File: config.mk
export PLATFORM = sky130hd
export DESIGN_NAME = window_receiver_reorder_ack
export DESIGN_NICKNAME = d
export VERILOG_FILES = /design/src/rtl/core/wrra_pkg.sv /design/src/rtl/core/window_receiver_reorder_ack.sv /design/src/rtl/core/wrra_datapath.sv /design/src/rtl/core/wrra_ctrl.sv
export SDC_FILE = /design/constraint.sdc
export NUM_CORES = 2
export LEC_CHECK = 0
export ABC_CLOCK_PERIOD_IN_PS = 29000
export BUFFER_PORTS_ARGS = -buffer_cell sky130_fd_sc_hd__buf_2
export CAP_MARGIN = 20
export CORE_ASPECT_RATIO = 1.1
export CORE_UTILIZATION = 30
export DETAILED_ROUTE_END_ITERATION = 8
export SYNTH_ARGS = -nofsm -noshare
export SYNTH_HDL_FRONTEND = slang
export SYNTH_SLANG_ARGS = --single-unit
File: constraint.sdc
create_clock -name clk -period 29 [get_ports clk]
set_clock_uncertainty 0.05 [all_clocks]
set_input_delay 2.9 -clock clk [delete_from_list [all_inputs] [get_ports clk]]
set_output_delay 2.9 -clock clk [all_outputs]
set_load 0.005 [all_outputs]
File: src/rtl/core/wrra_pkg.sv
// ----------------------------------------------------------------------------
// wrra_pkg: shared types and constants for the window receiver
// Flag masks, result kinds, controller states and command/status structs.
// ----------------------------------------------------------------------------
package wrra_pkg;

	localparam int unsigned BUF_ENTRIES_DEF = 32;

	localparam logic [15:0] FLAG_SYN   = 16'h0001;
	localparam logic [15:0] FLAG_ACK   = 16'h0002;
	localparam logic [15:0] FLAG_START = 16'h0004;
	localparam logic [15:0] FLAG_DATA  = 16'h0008;
	localparam logic [15:0] FLAG_FIN   = 16'h0010;

	localparam logic [1:0] KIND_DELIVER = 2'd0;
	localparam logic [1:0] KIND_ACK     = 2'd1;
	localparam logic [1:0] KIND_SYNACK  = 2'd2;
	localparam logic [1:0] KIND_FINACK  = 2'd3;

	// output register source select
	localparam logic [1:0] OSEL_HDR   = 2'd0; // deliver the captured header
	localparam logic [1:0] OSEL_ENTRY = 2'd1; // deliver the entry just read
	localparam logic [1:0] OSEL_ACK   = 2'd2; // data ACK
	localparam logic [1:0] OSEL_CTRL  = 2'd3; // SYN-ACK or FIN ACK

	typedef enum logic [2:0] {
		ST_IDLE,
		ST_SCAN,
		ST_READ,
		ST_EMIT,
		ST_DONE
	} state_t;

	// controller -> datapath
	typedef struct packed {
		logic load;        // capture input header
		logic scan_start;  // restart entry scan
		logic scan_step;   // advance scan one entry
		logic do_start;    // START handling
		logic do_inorder;  // accept header as in-order
		logic do_store;    // store header into free entry
		logic rd_min;      // read smallest entry from memory
		logic pop_min;     // drain read entry
		logic fin_clear;   // FIN: clear used count, end session
		logic out_load;    // load output register
		logic [1:0] out_sel; // one of the OSEL_* sources
		logic out_last;
	} cmd_t;

	// datapath -> controller
	typedef struct packed {
		logic scan_done;
		logic min_found;
		logic min_match;   // min seq equals next_expected
		logic dup;
		logic free_ok;     // free entry exists and room under limit
		logic min_len_nz;
		logic data_phase;
		logic session_over;
		logic seq_eq;
		logic seq_gt;
		logic hdr_len_nz;
		logic [15:0] flags;
		logic out_busy;
	} stat_t;

endpackage

File: src/rtl/core/window_receiver_reorder_ack.sv
// ----------------------------------------------------------------------------
// window_receiver_reorder_ack: sliding-window receiver with reorder buffer
// Top level joining the sequencer and the datapath.
// ----------------------------------------------------------------------------
// One header is taken at a time; s_tready is high only while the block waits.
// START, SYN, an old DATA header, a header with no meaningful flag and anything
// after FIN need no scan of the entry store. Other DATA headers and FIN scan it
// one entry per cycle through the sequence memory's read port. Each drained
// entry costs one more scan plus a memory read, and an in-order header that
// itself carries payload costs one scan more; FIN drains every stored entry
// the same way.
// Results wait in one output register; a held m_tready stalls the sequence.
module window_receiver_reorder_ack #(
	parameter int unsigned BUFFER_ENTRIES = wrra_pkg::BUF_ENTRIES_DEF
) (
	input  logic clk,
	input  logic arst_n,
	input  logic cfg_we,
	input  logic [5:0] cfg_wdata,   // buffer_limit
	input  logic s_tvalid,
	output logic s_tready,
	// packet_flags, packet_seq, packet_time, packet_epoch, payload_length,
	// payload_handle
	input  logic [119:0] s_tdata,
	output logic m_tvalid,
	input  logic m_tready,
	// result_kind, ack_seq, ack_echo_time, ack_epoch, ack_window,
	// deliver_handle, deliver_length
	output logic [111:0] m_tdata,
	output logic m_tlast          // last_of_run
);
	import wrra_pkg::*;

	cmd_t cmd;
	stat_t stat;
	logic in_fire;

	// accept a header transfer
	assign in_fire = s_tvalid && s_tready;

	wrra_ctrl u_ctrl (
		.clk(clk), .arst_n(arst_n), .in_fire(in_fire), .in_ready(s_tready),
		.stat(stat), .cmd(cmd)
	);

	wrra_datapath #(.BUFFER_ENTRIES(BUFFER_ENTRIES)) u_dp (
		.clk(clk), .arst_n(arst_n), .cfg_we(cfg_we), .cfg_wdata(cfg_wdata),
		.in_flags(s_tdata[15:0]), .in_seq(s_tdata[47:16]), .in_time(s_tdata[79:48]),
		.in_epoch(s_tdata[87:80]), .in_len(s_tdata[103:88]),
		.in_handle(s_tdata[119:104]), .cmd(cmd), .stat(stat),
		.out_take(m_tvalid && m_tready), .out_valid(m_tvalid),
		.out_data(m_tdata), .out_last(m_tlast)
	);
endmodule

File: src/rtl/core/wrra_datapath.sv
// ----------------------------------------------------------------------------
// wrra_datapath: header register, entry store, scan unit and output register
// Scans one entry per cycle for smallest sequence, duplicate and free slot.
// ----------------------------------------------------------------------------
module wrra_datapath #(
	parameter int unsigned BUFFER_ENTRIES = wrra_pkg::BUF_ENTRIES_DEF
) (
	input  logic clk,
	input  logic arst_n,
	input  logic cfg_we,
	input  logic [5:0] cfg_wdata,
	input  logic [15:0] in_flags,
	input  logic [31:0] in_seq,
	input  logic [31:0] in_time,
	input  logic [7:0] in_epoch,
	input  logic [15:0] in_len,
	input  logic [15:0] in_handle,
	input  wrra_pkg::cmd_t cmd,
	output wrra_pkg::stat_t stat,
	input  logic out_take,
	output logic out_valid,
	output logic [111:0] out_data,
	output logic out_last
);
	import wrra_pkg::*;

	localparam int unsigned IW = (BUFFER_ENTRIES > 1) ? $clog2(BUFFER_ENTRIES) : 1;
	localparam int unsigned CW = $clog2(BUFFER_ENTRIES + 1);
	localparam logic [CW-1:0] LAST_IDX = CW'(BUFFER_ENTRIES - 1);

	logic [5:0] limit_q;
	logic data_phase_q, session_over_q;
	logic [31:0] next_q;
	logic [7:0] lie_q;
	logic [BUFFER_ENTRIES-1:0] valid_q;
	logic [5:0] used_q;

	logic [15:0] h_flags_q;
	logic [31:0] h_seq_q, h_time_q, at_q;
	logic [7:0] h_epoch_q, ae_q;
	logic [15:0] h_len_q, h_handle_q;

	logic [31:0] seq_mem [BUFFER_ENTRIES];
	logic [71:0] pay_mem [BUFFER_ENTRIES]; // time, epoch, handle, length

	logic [CW-1:0] scan_q;
	logic scan_done_q, min_found_q, dup_q, free_found_q;
	logic [IW-1:0] min_idx_q, free_idx_q;
	logic [31:0] min_seq_q;
	logic [31:0] rd_seq_q;
	logic [71:0] rd_pay_q;

	logic [5:0] eff_limit;
	logic [5:0] window;
	logic [IW-1:0] scan_idx;
	logic hdr_is_data, hdr_is_fin, hdr_is_syn;

	assign scan_idx = scan_q[IW-1:0];
	assign eff_limit = (limit_q > 6'(BUFFER_ENTRIES)) ? 6'(BUFFER_ENTRIES) : limit_q;
	assign window = (used_q >= eff_limit) ? 6'd1 : eff_limit - used_q;
	assign hdr_is_data = (h_flags_q & FLAG_DATA) != 16'd0;
	assign hdr_is_fin = (h_flags_q & FLAG_FIN) != 16'd0;
	assign hdr_is_syn = (h_flags_q & FLAG_SYN) != 16'd0;

	// sequence memory read each scan cycle
	logic [31:0] scan_seq_q;
	logic [IW-1:0] scan_idx_s1;
	logic scan_vld_s1;
	always_ff @(posedge clk) begin
		scan_seq_q <= seq_mem[scan_idx];
		rd_seq_q <= seq_mem[min_idx_q];
		rd_pay_q <= pay_mem[min_idx_q];
		if (cmd.do_store) begin
			seq_mem[free_idx_q] <= h_seq_q;
			pay_mem[free_idx_q] <= {h_time_q, h_epoch_q, h_handle_q, h_len_q};
		end
	end

	always_ff @(posedge clk or negedge arst_n) begin
		if (!arst_n) begin
			limit_q <= 6'd32;
			data_phase_q <= 1'b0;
			session_over_q <= 1'b0;
			next_q <= '0;
			lie_q <= 8'd1;
			valid_q <= '0;
			used_q <= '0;
			scan_q <= '0;
			scan_vld_s1 <= 1'b0;
			scan_done_q <= 1'b0;
			out_valid <= 1'b0;
		end else begin
			if (cfg_we) limit_q <= cfg_wdata;
			if (cmd.out_load) out_valid <= 1'b1;
			else if (out_take) out_valid <= 1'b0;
			if (cmd.do_start) begin
				data_phase_q <= 1'b1;
				next_q <= 32'd1;
			end
			if (cmd.do_inorder) begin
				lie_q <= h_epoch_q;
				next_q <= next_q + 32'd1;
			end
			if (cmd.pop_min) begin
				valid_q[min_idx_q] <= 1'b0;
				if (used_q != 6'd0) used_q <= used_q - 6'd1;
				if (!hdr_is_fin || hdr_is_data) begin
					lie_q <= rd_pay_q[39:32];
					next_q <= next_q + 32'd1;
				end
			end
			if (cmd.do_store) begin
				valid_q[free_idx_q] <= 1'b1;
				used_q <= used_q + 6'd1;
			end
			if (cmd.fin_clear) begin
				used_q <= '0;
				session_over_q <= 1'b1;
			end
			// scan pipeline: address issue then compare in the cycle after
			if (cmd.scan_start) begin
				scan_q <= '0;
				scan_vld_s1 <= 1'b0;
				scan_done_q <= 1'b0;
			end else if (cmd.scan_step && !scan_done_q) begin
				scan_vld_s1 <= (scan_q <= LAST_IDX);
				if (scan_q <= LAST_IDX) scan_q <= scan_q + CW'(1);
				else scan_done_q <= 1'b1;
			end
		end
	end

	always_ff @(posedge clk) begin
		if (cmd.scan_start) begin
			min_found_q <= 1'b0;
			dup_q <= 1'b0;
			free_found_q <= 1'b0;
		end else if (cmd.scan_step && scan_vld_s1) begin
			if (valid_q[scan_idx_s1]) begin
				if (scan_seq_q == h_seq_q) dup_q <= 1'b1;
				if (!min_found_q || scan_seq_q < min_seq_q) begin
					min_found_q <= 1'b1;
					min_seq_q <= scan_seq_q;
					min_idx_q <= scan_idx_s1;
				end
			end else if (!free_found_q) begin
				free_found_q <= 1'b1;
				free_idx_q <= scan_idx_s1;
			end
		end
		if (cmd.scan_step) scan_idx_s1 <= scan_idx;
		if (cmd.load) begin
			h_flags_q <= in_flags;
			h_seq_q <= in_seq;
			h_time_q <= in_time;
			h_epoch_q <= in_epoch;
			h_len_q <= in_len;
			h_handle_q <= in_handle;
			at_q <= in_time;
			ae_q <= in_epoch;
		end
		if (cmd.pop_min) begin
			at_q <= rd_pay_q[71:40];
			ae_q <= rd_pay_q[39:32];
		end
		if (cmd.out_load) begin
			out_last <= cmd.out_last;
			case (cmd.out_sel)
				OSEL_HDR: out_data <= {h_len_q, h_handle_q, 6'd0, h_epoch_q, h_time_q,
					h_seq_q, KIND_DELIVER};
				OSEL_ENTRY: out_data <= {rd_pay_q[15:0], rd_pay_q[31:16], 6'd0,
					rd_pay_q[39:32], rd_pay_q[71:40], rd_seq_q, KIND_DELIVER};
				OSEL_ACK: begin
					if (stat.seq_gt || !stat.seq_eq)
						out_data <= {32'd0, window, lie_q, h_time_q, next_q, KIND_ACK};
					else
						out_data <= {32'd0, window, ae_q, at_q, next_q, KIND_ACK};
				end
				default: begin
					if (hdr_is_syn)
						out_data <= {32'd0, eff_limit, h_epoch_q, h_time_q, 32'd0,
							KIND_SYNACK};
					else
						out_data <= {32'd0, 6'd1, h_epoch_q, h_time_q, h_seq_q,
							KIND_FINACK};
				end
			endcase
		end
	end

	// in-order marker survives while next_q advances during the drain
	logic inorder_q;
	always_ff @(posedge clk or negedge arst_n) begin
		if (!arst_n) inorder_q <= 1'b0;
		else if (cmd.load) inorder_q <= 1'b0;
		else if (cmd.do_inorder) inorder_q <= 1'b1;
	end

	assign stat.scan_done = scan_done_q;
	assign stat.min_found = min_found_q;
	assign stat.min_match = min_seq_q == next_q;
	assign stat.dup = dup_q;
	assign stat.free_ok = free_found_q && (used_q < eff_limit);
	assign stat.min_len_nz = rd_pay_q[15:0] != 16'd0;
	assign stat.data_phase = data_phase_q;
	assign stat.session_over = session_over_q;
	assign stat.seq_eq = inorder_q || (h_seq_q == next_q);
	assign stat.seq_gt = !inorder_q && (h_seq_q > next_q);
	assign stat.hdr_len_nz = h_len_q != 16'd0;
	assign stat.flags = h_flags_q;
	assign stat.out_busy = out_valid && !out_take;
endmodule

File: src/rtl/core/wrra_ctrl.sv
// ----------------------------------------------------------------------------
// wrra_ctrl: sequencer for one header
// Orders scan, store, drain and result transfers.
// ----------------------------------------------------------------------------
module wrra_ctrl (
	input  logic clk,
	input  logic arst_n,
	input  logic in_fire,
	output logic in_ready,
	input  wrra_pkg::stat_t stat,
	output wrra_pkg::cmd_t cmd
);
	import wrra_pkg::*;

	// job codes; JOB_NONE in ST_SCAN means data still to be classified
	localparam logic [2:0] JOB_NONE    = 3'd0;
	localparam logic [2:0] JOB_INORDER = 3'd1;
	localparam logic [2:0] JOB_FUTURE  = 3'd2;
	localparam logic [2:0] JOB_OLD     = 3'd3;
	localparam logic [2:0] JOB_FIN     = 3'd4;
	localparam logic [2:0] JOB_SYN     = 3'd5;

	state_t state_q, state_d;
	logic [2:0] job_q, job_d;
	logic hdr_pend_q, hdr_pend_d; // in-order header deliver still owed
	// tracks whether EMIT follows a read (entry result) or the final ack
	logic state_prev_read_q;

	always_ff @(posedge clk or negedge arst_n) begin
		if (!arst_n) begin
			state_q <= ST_IDLE;
			job_q <= JOB_NONE;
			hdr_pend_q <= 1'b0;
		end else begin
			state_q <= state_d;
			job_q <= job_d;
			hdr_pend_q <= hdr_pend_d;
		end
	end

	logic is_syn, is_start, is_dat, is_fin;
	assign is_syn = |(stat.flags & FLAG_SYN);
	assign is_start = |(stat.flags & FLAG_START);
	assign is_dat = |(stat.flags & FLAG_DATA);
	assign is_fin = |(stat.flags & FLAG_FIN);

	always_comb begin
		state_d = state_q;
		job_d = job_q;
		hdr_pend_d = hdr_pend_q;
		case (state_q)
			ST_IDLE: if (in_fire) state_d = ST_DONE; // decode next cycle
			ST_DONE: begin
				state_d = ST_IDLE;
				if (stat.session_over) job_d = JOB_NONE;
				else if (is_syn) begin
					job_d = JOB_SYN;
					state_d = ST_EMIT;
				end else if (is_start) job_d = JOB_NONE;
				else if (is_dat || is_fin) begin
					state_d = ST_SCAN;
					job_d = is_dat ? JOB_NONE : JOB_FIN;
				end
			end
			ST_SCAN: if (job_q == JOB_NONE) begin
				// classify data after phase setup
				if (stat.seq_eq) begin
					job_d = JOB_INORDER;
					hdr_pend_d = stat.hdr_len_nz;
				end else if (stat.seq_gt) job_d = JOB_FUTURE;
				else begin
					job_d = JOB_OLD;
					state_d = ST_EMIT;
				end
			end else if (stat.scan_done) begin
				if (job_q == JOB_FUTURE) state_d = ST_EMIT;
				else if (stat.min_found && (job_q == JOB_FIN || stat.min_match))
					state_d = ST_READ;
				else state_d = ST_EMIT;
			end
			ST_READ: state_d = ST_EMIT;
			ST_EMIT: if (!stat.out_busy) begin
				if (hdr_pend_q) begin
					hdr_pend_d = 1'b0;
					state_d = ST_SCAN;
				end else if (job_q == JOB_INORDER || job_q == JOB_FIN) begin
					if (state_prev_read_q) state_d = ST_SCAN;
					else state_d = ST_IDLE;
				end else state_d = ST_IDLE;
			end
			default: state_d = ST_IDLE;
		endcase
	end

	always_ff @(posedge clk or negedge arst_n) begin
		if (!arst_n) state_prev_read_q <= 1'b0;
		else if (state_q == ST_READ) state_prev_read_q <= 1'b1;
		else if (state_q == ST_EMIT && !stat.out_busy) state_prev_read_q <= 1'b0;
	end

	always_comb begin
		cmd = '0;
		in_ready = state_q == ST_IDLE;
		cmd.load = in_fire;
		case (state_q)
			ST_DONE: begin
				if (!stat.session_over && !is_syn &&
					(is_start || ((is_dat || is_fin) && !stat.data_phase)))
					cmd.do_start = 1'b1;
				cmd.scan_start = 1'b1;
			end
			ST_SCAN: begin
				if (job_q == JOB_NONE) begin
					cmd.do_inorder = stat.seq_eq;
					cmd.scan_start = 1'b1;
				end else begin
					cmd.scan_step = 1'b1;
					if (stat.scan_done && job_q == JOB_FUTURE && !stat.dup && stat.free_ok)
						cmd.do_store = 1'b1;
				end
			end
			ST_READ: cmd.rd_min = 1'b1;
			ST_EMIT: if (!stat.out_busy) begin
				if (hdr_pend_q) begin
					cmd.out_load = 1'b1;
					cmd.out_sel = OSEL_HDR;
					cmd.scan_start = 1'b1;
				end else if (state_prev_read_q) begin
					cmd.pop_min = 1'b1;
					cmd.out_load = stat.min_len_nz;
					cmd.out_sel = OSEL_ENTRY;
					cmd.scan_start = 1'b1;
				end else begin
					cmd.out_load = 1'b1;
					cmd.out_last = 1'b1;
					cmd.out_sel = (job_q == JOB_FIN || job_q == JOB_SYN) ? OSEL_CTRL : OSEL_ACK;
					cmd.fin_clear = job_q == JOB_FIN;
				end
			end
			default: ;
		endcase
	end
endmodule
# == After elaboration in Yosys (flattened, before gate mapping) ==
# Memory sizes are Yosys's and may differ from the RTL's. A register that Yosys moved wholly into a read port is not among the register bits.
# Cells that the tools add are included.
# op_classes
reduce_logical,65
n_lt_le_gt_ge,11
eq_ne,22
bitwise_logic,7
mux,95
add_sub_neg,5
# ops
op,count
$pmux W112 S3,1
$mux W32,8
$eq A32 B32 Y1,3
$mux W80,1
$mux W74,1
$mux W6,11
$mux W3,19
$mux W1,40
$mux W8,5
$add A32 B1 Y32 const B,1
$and A32 B32 Y32,1
$gt A32 B32 Y1,1
$lt A32 B32 Y1,1
$not A32 Y32,1
$or A32 B32 Y32,1
$reduce_bool A16 Y1,2
$lt A5 B6 Y1 const B,3
$logic_and A1 B1 Y1,17
$reduce_bool A2 Y1,8
$pmux W3 S5,1
$add A6 B1 Y6 const B,2
$reduce_and A4 Y1,3
$logic_not A1 Y1,11
$demux W1 S5,2
other kinds (32),61
# totals
word_cells,240
ff_bits,416
output_inout_bits,115
memories,2
ram_bits,3328
# mem_list
memory,words,width,read_ports,rd_clocked_by_memory_dff,write_ports,line,source
u_dp.pay_mem,32,72,1,1,1,wrra_datapath.sv:44,logic [71:0] pay_mem [BUFFER_ENTRIES];
u_dp.seq_mem,32,32,2,2,1,wrra_datapath.sv:43,logic [31:0] seq_mem [BUFFER_ENTRIES];

# == Depth between registers and ports, before layout ==
# depth
word_depth,11
mapped_depth,17
ltp_nobuf,15

# == Hierarchy ==
# A second synthesis with hierarchy kept.
# unflattened
cells_unflattened,7295
area_unflattened_um2,155574.2
# by_module_without_submodules
module,n_inst,cells_each,area_per_inst_um2
wrra_datapath,1,7203,154818.5
wrra_ctrl,1,90,743.2
window_receiver_reorder_ack,1,2,12.5

# == Worst setup path after synthesis ==
# No wires, ideal clock.
# synth_path
path_type,register to register
startpoint,reg u_ctrl.state_q[2]
endpoint,mem u_dp.pay_mem[21][0] (enable)
path_buffers,3
path_stages_with_launch,9
t_arrival_ns,11.929
setup_ns,0.822
setup_slack_ns,16.199
path_cell_list,dfrtp_1 -> buf_6 -> or3b_4 -> or4_4 -> or2_0 -> or2_1 -> buf_6 -> buf_8 -> nor4_1
# synth_between
elab_chain_len,4
# synth_rtl
element,line,source
start: declaration,wrra_ctrl.sv:23,"state_t state_q, state_d;"
start signal: assignment,wrra_ctrl.sv:35,state_q <= state_d;
$eq A3 B1 Y1,wrra_ctrl.sv:105,case (state_q)
$mux W2,wrra_ctrl.sv:105,
$mux W1,wrra_datapath.sv:73,if (cmd.do_store) begin
$mux W1 (not written as such),wrra_datapath.sv:75,"pay_mem[free_idx_q] <= {h_time_q, h_epoch_q, h_handle_q, h_len_q};"
end: declaration,wrra_datapath.sv:44,
# Every way passes these cells.

==> summary.md <==
The run finished with clean final reports. The clock-pin slew of the registers on the worst-case setup and hold paths is 0.07 ns, and the port buffer count is 233. The shortest period the worst path allows was 5.61 ns. Tracing the worst setup path back leads to its startpoint at u_dp.min_idx_q[0]. The floorplan step defined a die boundary enclosing 517000 um2.

Max-cap violations in this run came to 0. Counting both buffers and inverters, the worst setup path holds a total of 4. Summing every instance area after synthesis gives 154000 um2. The tools report the number of endpoints with negative hold slack in the final report as 0. Synthesis instantiated 78 different standard cells from the library. The sequential cells in the finished layout cover a total of 115000 um2. Using the TritonRoute via totals, the vias-per-cell ratio works out to 5.45.

Global routing used 17.2% of the available tracks across all layers. The overall routed net length came out at 458 mm. The initial antenna violation count was 36; the critical path's largest stage delay was 0.89 ns. For the max-slew violation count, the log shows 0.

The startpoint identified for the worst register-to-register timing path is u_dp.min_idx_q[0]. Data on the critical path is required at its endpoint by 29.80 ns. Entering global routing, the biggest net connects 138 pins.

The tools report the setup fix buffers added after clock tree synthesis as 0. The routability congestion estimate from global placement is 0.835, and the post-synthesis average cell area is 21.5 um2. The share of the Yosys chip area taken by registers is 74.3%. The count of cells in the finished layout, fillers not included, comes to 14736.

Relative to the synthesized area, the layout overhead comes to 15.5%. Once detailed placement completed, the half-perimeter wirelength came to 238 mm. Leaving out fill and tap cells, the most frequent cell in the layout is edfxtp_1. By instance count, the cell type seen most on the critical path is buf_4. The share of layout cells above drive strength 1 is 29.4%, and the power density normalized to cell area is 81.5 nW/um2. Across all layers, the routed design uses 80287 vias. Counting buffers and inverters, the worst setup path is 7 cells deep. TritonCTS built the clock tree.

In the synthesized netlist the async set-or-reset flop fraction comes to 2.68%. Of all nets on the critical path, the largest fanout is 48. The first global-routing pass estimated 637 mm of wire. Total power for the finished layout comes to 0.0145 W. VDD sags by at most 0.0648 mV. CTS saw 3879 sinks.

By startpoint and endpoint, the worst setup path is classified as reg -> reg. The number of iterations in the first detailed-routing pass is 6. The clock passes through at most 4 buffers. For the floorplan row count, the log shows 275.

The worst setup path is launched from a flop. The worst register-to-register path has a depth of 7. The timing endpoint of the critical path is u_dp.rd_pay_q[21]. For this design, the CTS-stage hold fixing added 0 buffers. CTS built an H-tree with a depth of 5. The number of resized instances in the post-cts repair step is 0, and the routed wirelength normalized by instance count is 31.1 um. For this run, the leading register cell type out of synthesis is edfxtp_1.

For the worst setup path, the data arrival time is 6.41 ns. The logs give 0 for the final number of setup-violating endpoints and 7814 for the net total in the final layout. The die span in x is 685 um, and the flip-flop and latch count after synthesis is 3879. The logs give 0 for the post-detailed-route count of antenna-violating nets and 511000 um2 for the core region area. The multi-input combinational cells in the finished layout cover a total of 37900 um2. The total negative slack for setup checks was 0 ns. Clock tree synthesis selected as its root buffer the cell clkbuf_16.

Buffers inserted during clock tree synthesis total 385. When the netlist entered floorplanning its net count stood at 7385. Total grt overflow: 0. The logs give 46999 for the fill cell instance count of the final layout and 0.403 ns for the worst hold margin. Traced cell by cell, the critical path runs through buf_4 -> buf_4 -> buf_4 -> buf_4 -> mux4_2 -> a22oi_1 -> nand4_1. The run gives 23.39 ns as the worst-case register-to-register setup slack. Once the floorplan was initialized, standard cells occupied 30.2% of the core. After the first detailed-routing iteration, the DRC count stood at 10624. For this design the top-level I/O count stands at 246.

The worst setup path is captured at a flop. In this run the critical register-to-register path is captured at u_dp.rd_pay_q[21]. The tools report the total DRC errors in the routed layout as 0. In the layout the commonest cells are 3636 x edfxtp_1, 1157 x mux4_2, 450 x a22oi_1. Grouping stages by cell kind, the critical path spends the most delay in buffers and inverters. The logs give 34.9% for the final standard cell utilization of the core and 55.4 nW for the leakage power.

Measured along the y axis, the die boundary spans 754 um. The fmax was 0.178 GHz. The slowest stage of the critical path is the buf_4 cell. The type of the worst min-delay path was reg -> reg. For the worst-skew pair, the clock arrives at the later sink with an insertion delay of 0.99 ns. The worst slew margin relative to its limit is 20.0%. The worst-margin pin slew works out to 1.20 ns. The synthesized design contains 3636 enable-type register cells.

Once placement completed, the tool counted placed cells totaling 13987. The worst path uses 19.3% of the clock period. Counting every instance in the synthesized netlist gives 7177.

Setup repair after global routing left no endpoint under its margin. The tools report the number of global-route vias before repair as 81562. Yosys printed 0 warnings.
==> layer usage <==
layer	track usage (%)	up-vias	share of wire, %
met5	0	-	0.013
met4	5.02	8	3.1
met3	3.04	781	8.4
met2	28.1	4101	48
met1	23.5	43763	41
li1	-	31634	-
==> sequential cells by signal (all words and copies together) (netlist names), 5 cells and up <==
| name | flops |
|---|---|
| u_dp.free_idx_q | 5 |
| u_dp.rd_pay_q | 72 |
| u_dp.pay_mem | 2304 |
| u_dp.h_epoch_q | 8 |
| u_dp.min_idx_q | 5 |
| u_dp.scan_idx_s1 | 5 |
| u_dp.scan_seq_q | 32 |
| u_dp.h_time_q | 32 |
| u_dp.ae_q | 8 |
| u_dp.seq_mem | 1024 |
| u_dp.next_q | 32 |
| u_dp.h_len_q | 16 |
| u_dp.h_handle_q | 16 |
| u_dp.h_seq_q | 32 |
| u_dp.at_q | 32 |
| u_dp.limit_q | 6 |
| u_dp.lie_q | 8 |
| u_dp.out_data | 112 |
| u_dp.used_q | 6 |
| u_dp.min_seq_q | 32 |
| u_dp.rd_seq_q | 32 |
| u_dp.valid_q | 32 |
| u_dp.scan_q | 6 |
==> layout make-up <==
class,count,share of cell area (%)
timing repair buffer,475,2.01
tap,6786,4.77
inverter,83,0.179
antenna,7,0.00984
clock buffer,482,5.80
clock inverter,242,1.56
sequential,3879,64.4
multi-input combinational,2782,21.3
==> power by group <==
| group | leakage [nW] | internal, W | switching (W) |
|---|---|---|---|
| Clock | 6.34 | 0.00300 | 0.00220 |
| Sequential | 35.1 | 0.00661 | 0.000368 |
| Combinational | 13.9 | 0.000979 | 0.00135 |
| Total | 55.4 | 0.0106 | 0.00392 |
==> logic make-up (layout without fill, tap and decap cells) <==
logic type,count (synthesis),after routing,share of synthesized area (%)
AOI/OAI and AO/OA,798,798,3.70
xor gates and xnor gates,73,73,0.415
adders and majority gates,77,77,0.635
buffers and inverters,516,1282,1.30
DFF,3879,3879,74.3
muxes,1258,1258,17.6
other,0,7,0
and+or+nand+nor,576,576,2.01
==> how the worst min path moves through the flow <==
| stage | from | slack, ns | endpoint | cells past startpoint |
|---|---|---|---|---|
| final | u_dp.rd_pay_q[32] | 0.40 | u_dp.lie_q[0] | 2 |
| after global routing | u_dp.rd_pay_q[32] | 0.42 | u_dp.lie_q[0] | 2 |
| after CTS | u_dp.rd_pay_q[32] | 0.40 | u_dp.lie_q[0] | 2 |
| after detailed placement | u_dp.rd_pay_q[32] | 0.38 | u_dp.lie_q[0] | 2 |
| after global placement | u_dp.rd_pay_q[32] | 0.38 | u_dp.lie_q[0] | 2 |
| after floorplan | u_dp.rd_pay_q[32] | 0.35 | u_dp.lie_q[0] | 2 |
==> worst min-delay path, stage by stage (launching register included) <==
cell	delay (ns)
dfxtp_1	0.31
nand2_1	0.05
o21ai_0	0.08
==> through the flow <==
stage / setup WS [ns] / cell area [um2]
finish: 23.39 / 178000
global route: 22.85 / 178000
CTS: 23.20 / 177000
detailed placement: 22.37 / 164000
global placement: 22.51 / 164000
floorplan: 16.20 / 154000
==> synthesized netlist by cell type, types with 7 or more instances <==
library cell | instances | area, um2
a21o_1 | 43 | 323
dfrtp_1 | 102 | 2550
and3_1 | 8 | 50.1
o211ai_1 | 11 | 82.6
buf_2 | 28 | 140
a31oi_1 | 8 | 50.1
nand3_1 | 26 | 130
mux4_2 | 1157 | 26100
nor4_1 | 45 | 282
nand2_1 | 180 | 676
inv_1 | 82 | 308
mux2i_1 | 61 | 611
nand4_1 | 135 | 845
buf_1 | 130 | 488
mux2_2 | 40 | 450
o21ai_0 | 126 | 631
a22oi_1 | 450 | 3380
o21ai_1 | 10 | 50.1
o21bai_1 | 8 | 60.1
nor2b_1 | 9 | 56.3
edfxtp_1 | 3636 | 109000
a221o_1 | 32 | 320
a21oi_1 | 38 | 190
nor3_1 | 20 | 100
o2bb2ai_1 | 32 | 280
dfxtp_1 | 139 | 2780
xor2_1 | 71 | 622
nand2b_1 | 11 | 68.8
nor2_1 | 55 | 206
or3_1 | 7 | 43.8
clkbuf_1 | 272 | 1020
and2_1 | 39 | 244
ha_1 | 75 | 938
a211oi_1 | 8 | 60.1
Power figures use the tool's default switching activity.
